--- config.mk ---
export PLATFORM = sky130hd
export DESIGN_NAME = ctps_queue
export DESIGN_NICKNAME = d
export VERILOG_FILES = /design/src/rtl/ctps_pkg.sv /design/src/rtl/ctps_queue.sv
export SDC_FILE = /design/constraint.sdc
export NUM_CORES = 1
export LEC_CHECK = 0
export BUFFER_PORTS_ARGS = -buffer_cell sky130_fd_sc_hd__clkbuf_2
export CAP_MARGIN = 10
export CORE_UTILIZATION = 45
export CTS_CLUSTER_SIZE = 10
export DETAILED_ROUTE_END_ITERATION = 10
export HOLD_SLACK_MARGIN = 0.12
export PLACE_DENSITY = 0.83
export RECOVER_POWER = 25
export SLEW_MARGIN = 20
export SYNTH_ARGS = -nofsm -noshare
export SYNTH_HDL_FRONTEND = slang
export SYNTH_SLANG_ARGS = --single-unit
--- constraint.sdc ---
create_clock -name i_clk -period 10 [get_ports i_clk]
set_clock_uncertainty 0.05 [all_clocks]
set_input_delay 0.5 -clock i_clk [delete_from_list [all_inputs] [get_ports i_clk]]
set_output_delay 0.5 -clock i_clk [all_outputs]
set_load 0.02 [all_outputs]
--- src/rtl/ctps_pkg.sv ---
// Package: shared types and constants of the cross-track PID steering block.
`default_nettype none
package ctps_pkg;

    // Configuration register indexes
    localparam int CFG_IDX_W = 3;
    typedef logic [CFG_IDX_W-1:0] t_cfg_idx;
    localparam t_cfg_idx CFG_P_GAIN    = 3'd0;
    localparam t_cfg_idx CFG_I_GAIN    = 3'd1;
    localparam t_cfg_idx CFG_D_GAIN    = 3'd2;
    localparam t_cfg_idx CFG_TIME_STEP = 3'd3;

    localparam logic [15:0] DT_RESET = 16'd2621;

    // Widths of the geometry terms
    localparam int C2_W = 130;   // squared cross product
    localparam int D_W  = 65;    // squared segment length

    localparam int QUEUE_DEPTH = 2;

    typedef struct packed {
        logic signed [31:0] p_gain;
        logic signed [31:0] i_gain;
        logic signed [31:0] d_gain;
        logic [15:0]        time_step;
    } t_cfg;

    // Classified item handed from front to back
    typedef struct packed {
        logic [C2_W-1:0] c_sq;
        logic [D_W-1:0]  seg_len_sq;
        logic            cross_pos;
        logic            passed;
        logic            degenerate;
    } t_entry;

endpackage
`default_nettype wire

--- src/rtl/ctps_queue.sv ---
// Queue: short register FIFO between the front and back ends.
`default_nettype none
module ctps_queue (
    input  wire logic             i_clk,
    input  wire logic             i_rst_n,
    input  wire logic             i_push,
    input  wire ctps_pkg::t_entry i_data,
    output logic                  o_full,
    input  wire logic             i_pop,
    output ctps_pkg::t_entry      o_data,
    output logic                  o_empty
);

    localparam int DEPTH = ctps_pkg::QUEUE_DEPTH;
    localparam int PTR_W = $clog2(DEPTH);
    localparam int CNT_W = $clog2(DEPTH + 1);

    ctps_pkg::t_entry r_mem [DEPTH];
    logic [PTR_W-1:0] r_wr, r_rd;
    logic [CNT_W-1:0] r_count;

    assign o_full  = (r_count == CNT_W'(DEPTH));
    assign o_empty = (r_count == '0);
    assign o_data  = r_mem[r_rd];

    always_ff @(posedge i_clk) begin
        if (!i_rst_n) begin
            r_wr    <= '0;
            r_rd    <= '0;
            r_count <= '0;
        end else begin
            if (i_push) begin
                r_wr <= (r_wr == PTR_W'(DEPTH - 1)) ? '0 : r_wr + PTR_W'(1);
            end
            if (i_pop) begin
                r_rd <= (r_rd == PTR_W'(DEPTH - 1)) ? '0 : r_rd + PTR_W'(1);
            end
            r_count <= r_count + CNT_W'(i_push) - CNT_W'(i_pop);
        end
        if (i_push) begin
            r_mem[r_wr] <= i_data;
        end
    end

endmodule
`default_nettype wire

== Word level (Yosys, flattened, before mapping) ==
Memories as Yosys holds them, arrays and structs flattened. A register that Yosys moved wholly into a read port is not among the register bits.
Index checks and enable logic that the tools add are counted.
Storage, ports and cells
  bits in registers: 4
  bits in latches: 0
  RAM bits: 396
  memory bits (read-only): 0
  input port bits: 202
  output and inout port bits: 200
  word-level logic and storage cells: 16
  memories kept: 1
Cells by class
  add/subtract/negate cells: 4
  multipliers: 0
  div/mod/pow operators: 0
  order comparisons: 0
  equality and inequality tests: 1
  shift-type cells: 0
  multiplexer cells: 6
  bitwise gates (word level): 0
  reduce and logical (&&, ||, !) cells: 1
Memories
  r_mem: words 2, width 198, rd ports 1, clocked after memory_dff 1, write ports 1, RTL line ctps_queue.sv:18  | ctps_pkg::t_entry r_mem [DEPTH];
Operators by type and width (number)
  $mux W1: 6
  $add A1 B1 Y1 const B: 2
  $add A2 B1 Y2: 1
  $eq A2 B2 Y1 const B: 1
  $logic_not A2 Y1: 1
  $sub A2 B1 Y2: 1

== Longest topological paths before layout ==
  word-level depth: 4
  mapped depth: 6
  mapped depth without buffers: 6

== Worst setup path before layout ==
OpenSTA, ideal clock, no wires.
  path kind: input -> register
  start: input i_push
  end: register r_wr
  library setup time: 0.099 ns
  arrival: 9.765 ns
  data required time: 9.851 ns
  setup slack: 0.087 ns
  cell stages on the path: 2
  path buffers: 0
  path through: nor2b_1 -> o21a_1
RTL lines
  start, declared: RTL line ctps_queue.sv:6  | input wire logic i_push,
  end signal, assigned: RTL line ctps_queue.sv:33  | r_wr <= (r_wr == PTR_W'(DEPTH - 1)) ? '0 : r_wr + PTR_W'(1);
  end, declared: RTL line ctps_queue.sv:19  | logic [PTR_W-1:0] r_wr, r_rd;

==> metrics.yaml <==
outcome: "finished, final reports clean"
synthTopCellsByArea: "edfxtp_1, mux2_4, mux2_2"
synthSimpleGateAreaFrac: 0.00360
max_stage_delay_ns: 0.80
antenna_found_initial: 2
cts_tree: "built"
synthCells: 637
cap_violations: 0
overflow: 0
hold_path_class: "in2reg"
gp_congestion: 0.759
ctsResizeCount: 0
rows: 66
layout.nets: 1453
synth_cell_types: 14
grt_pass1_vias: 8784
final_common_cell: "edfxtp_1"
die_w_um: 184
reg2reg_depth: 2
worst_path_dominant_cell_family: "buffers and inverters"
pin_count: 402
r2r_end: "r_mem[1][105]"
p_total_w: 0.00393
r2r_start: "r_wr"
io_buffer_count: 401
yosysTopAreaCell: "edfxtp_1"
grt_max_degree: 76
worstSetupStartpointType: "flip-flop"
worstPathArrival_ns: 3.38
cts_buffers: 46
fmax_mhz: 254
critical_path.cell_chain: "buf_4 > buf_4 > mux2_2 > clkbuf_2"
vias: 8341
post_synth.cell_area_avg_um2: 23.4
path_buf_inv: 3
synth_compound_area_frac: 0.000503
setup_tns_ns: 0
yosysTopAreaCellShare: 0.797
synth_xor_area_frac: 0.00210
grt_usage: 0.190
start_util: 0.458
crit_top_cell: "buf_4"
cts_hold_buf: 177
die_y_um: 184
vias_per_cell: 4.89
final_layout_size_suffix_gt1_frac: 0.461
cp.required_ns: 9.45
synth_top_family_by_area: "multiplexers"
coreArea_mm2: 0.0326
timing.slew.headroom: 0.280
ys_ff_latch: 401
crit_type: "reg2out"
finalMaxSlewViolations: 0
cp-end-kind: "output pin"
syn_to_final_growth_pct: 35.8
ys_warn_count: 0
grt_pass1_wl_um: 48700
hold_viol: 0
yosys.area_share.adder: 0.00168
final-setup-viol-count: 0
clockBufferDepth: 3
synthMuxAreaShare: 0.175
firstDrtPassIters: 4
hold_end: "r_mem[0][106]"
cp_max_fo: 56
cts_max_level: 2
clk_latency_ns: 0.53
netlist_area_mm2: 0.0149
die_area_mm2: 0.0339
worstMarginPinSlew_ns: 1.08
clkSinkCount: 401
clkTransAtPathRegs_ns: 0.05
power.density_mw_per_mm2: 194
wl_um: 33600
holdPathStages: 1
rsz0062_at_grt: "false"
postRouteAntennaNets: 0
synth_nets: 841
finalCritPeriodShare: 0.393
r2r_setup_slack_ns: 7.25
slowest_stage: "buf_4"
leakagePower_nw: 7.77
hold_start: "i_data[106]"
fin_crit_ns: 3.93
dp_hpwl_um: 19900
layout.cells.most_common_list: "edfxtp_1, clkbuf_2, dlygate4sd3_1, mux2_4, mux2_2"
dr.first_iter.drc_count: 369
wl_per_cell_um: 19.7
drcViolationCount: 0
cts_setup_buffers: 0
ys_seq_area_frac: 0.803
ir_drop_mv: 0.153
clockRootBuffer: "clkbuf_16"
-- worst max-delay path by stage --
stage               from         end  slack [ns]  depth (start not counted)
6_report       flip-flop  o_data[29]        6.07                          4
3_5_place_dp   flip-flop  o_data[29]        6.60                          4
4_1_cts        flip-flop  o_data[29]        6.02                          4
5_1_grt        flip-flop  o_data[29]        5.91                          4
2_1_floorplan     i_push        r_wr        0.09                          2
3_3_place_gp   flip-flop  o_data[29]        6.66                          4
-- per-stage QoR --
stage                     cell area [um^2]  worst slack (ns)  utilization  hold slack (ns)  std cells
final                                20300              6.07        0.622            0.172       1707
after global routing                 20300              5.91        0.622            0.163       1706
after CTS                            20400              6.02        0.624            0.120       1704
after detailed placement             17400              6.60        0.532            0.512       1466
after global placement               17400              6.66        0.532            0.509       1466
after floorplan                      14900            0.0867            -            0.505        637
-- worst register-to-register path, cell delays in order, from the launching register on --
cell and delay, ns:
dfxtp_1 0.39, and2_4 0.90, buf_4 0.94
-- power by group --
part / internal, W / leakage [nW] / switching [W]
Clock: 0.000839 / 0.603 / 0.000584
Sequential: 0.00195 / 3.76 / 0.0000293
Combinational: 0.000241 / 3.41 / 0.000289
Total: 0.00303 / 7.77 / 0.000902
-- registers in the layout (all words and copies together) (netlist names), named ones only --
| name | cells |
|---|---|
| r_rd | 1 |
| r_mem | 396 |
| r_count | 2 |
| r_wr | 1 |
-- routing by layer --
layer / vias up / track usage / wire length, um
met1: 4109 / 0.213 / 12500
met4: 0 / 0.0740 / 945
met5: - / 0 / 0
met3: 73 / 0.0504 / 2420
met2: 408 / 0.344 / 17700
li1: 3751 / - / -
-- area by class of cell --
cell class | instances | area, um^2
Fill cell | 2273 | 12300
Clock inverter | 4 | 21.3
Sequential cell | 401 | 12000
Tap cell | 442 | 553
Multi-Input combinational cell | 212 | 2740
Antenna cell | 3 | 7.51
Timing Repair Buffer | 586 | 3740
Inverter | 2 | 7.51
Clock buffer | 57 | 1210
-- kinds of logic after synthesis --
family / count (synthesis)
AO/OA/AOI/OAI: 1
XOR/XNOR: 2
adder cells (fa/ha/maj): 2
buffers and inverters: 24
flip-flops: 401
multiplexers: 198
AND/OR/NAND/NOR: 9
-- Yosys cell counts (all sizes together) --
master / n
buf: 22
dfxtp: 5
xnor3: 1
nor2: 1
edfxtp: 396
o21a: 1
nor2b: 4
and2: 4
xor2: 1
mux2: 198
ha: 2
inv: 2
Note: power is estimated with default switching activity, not from simulation.
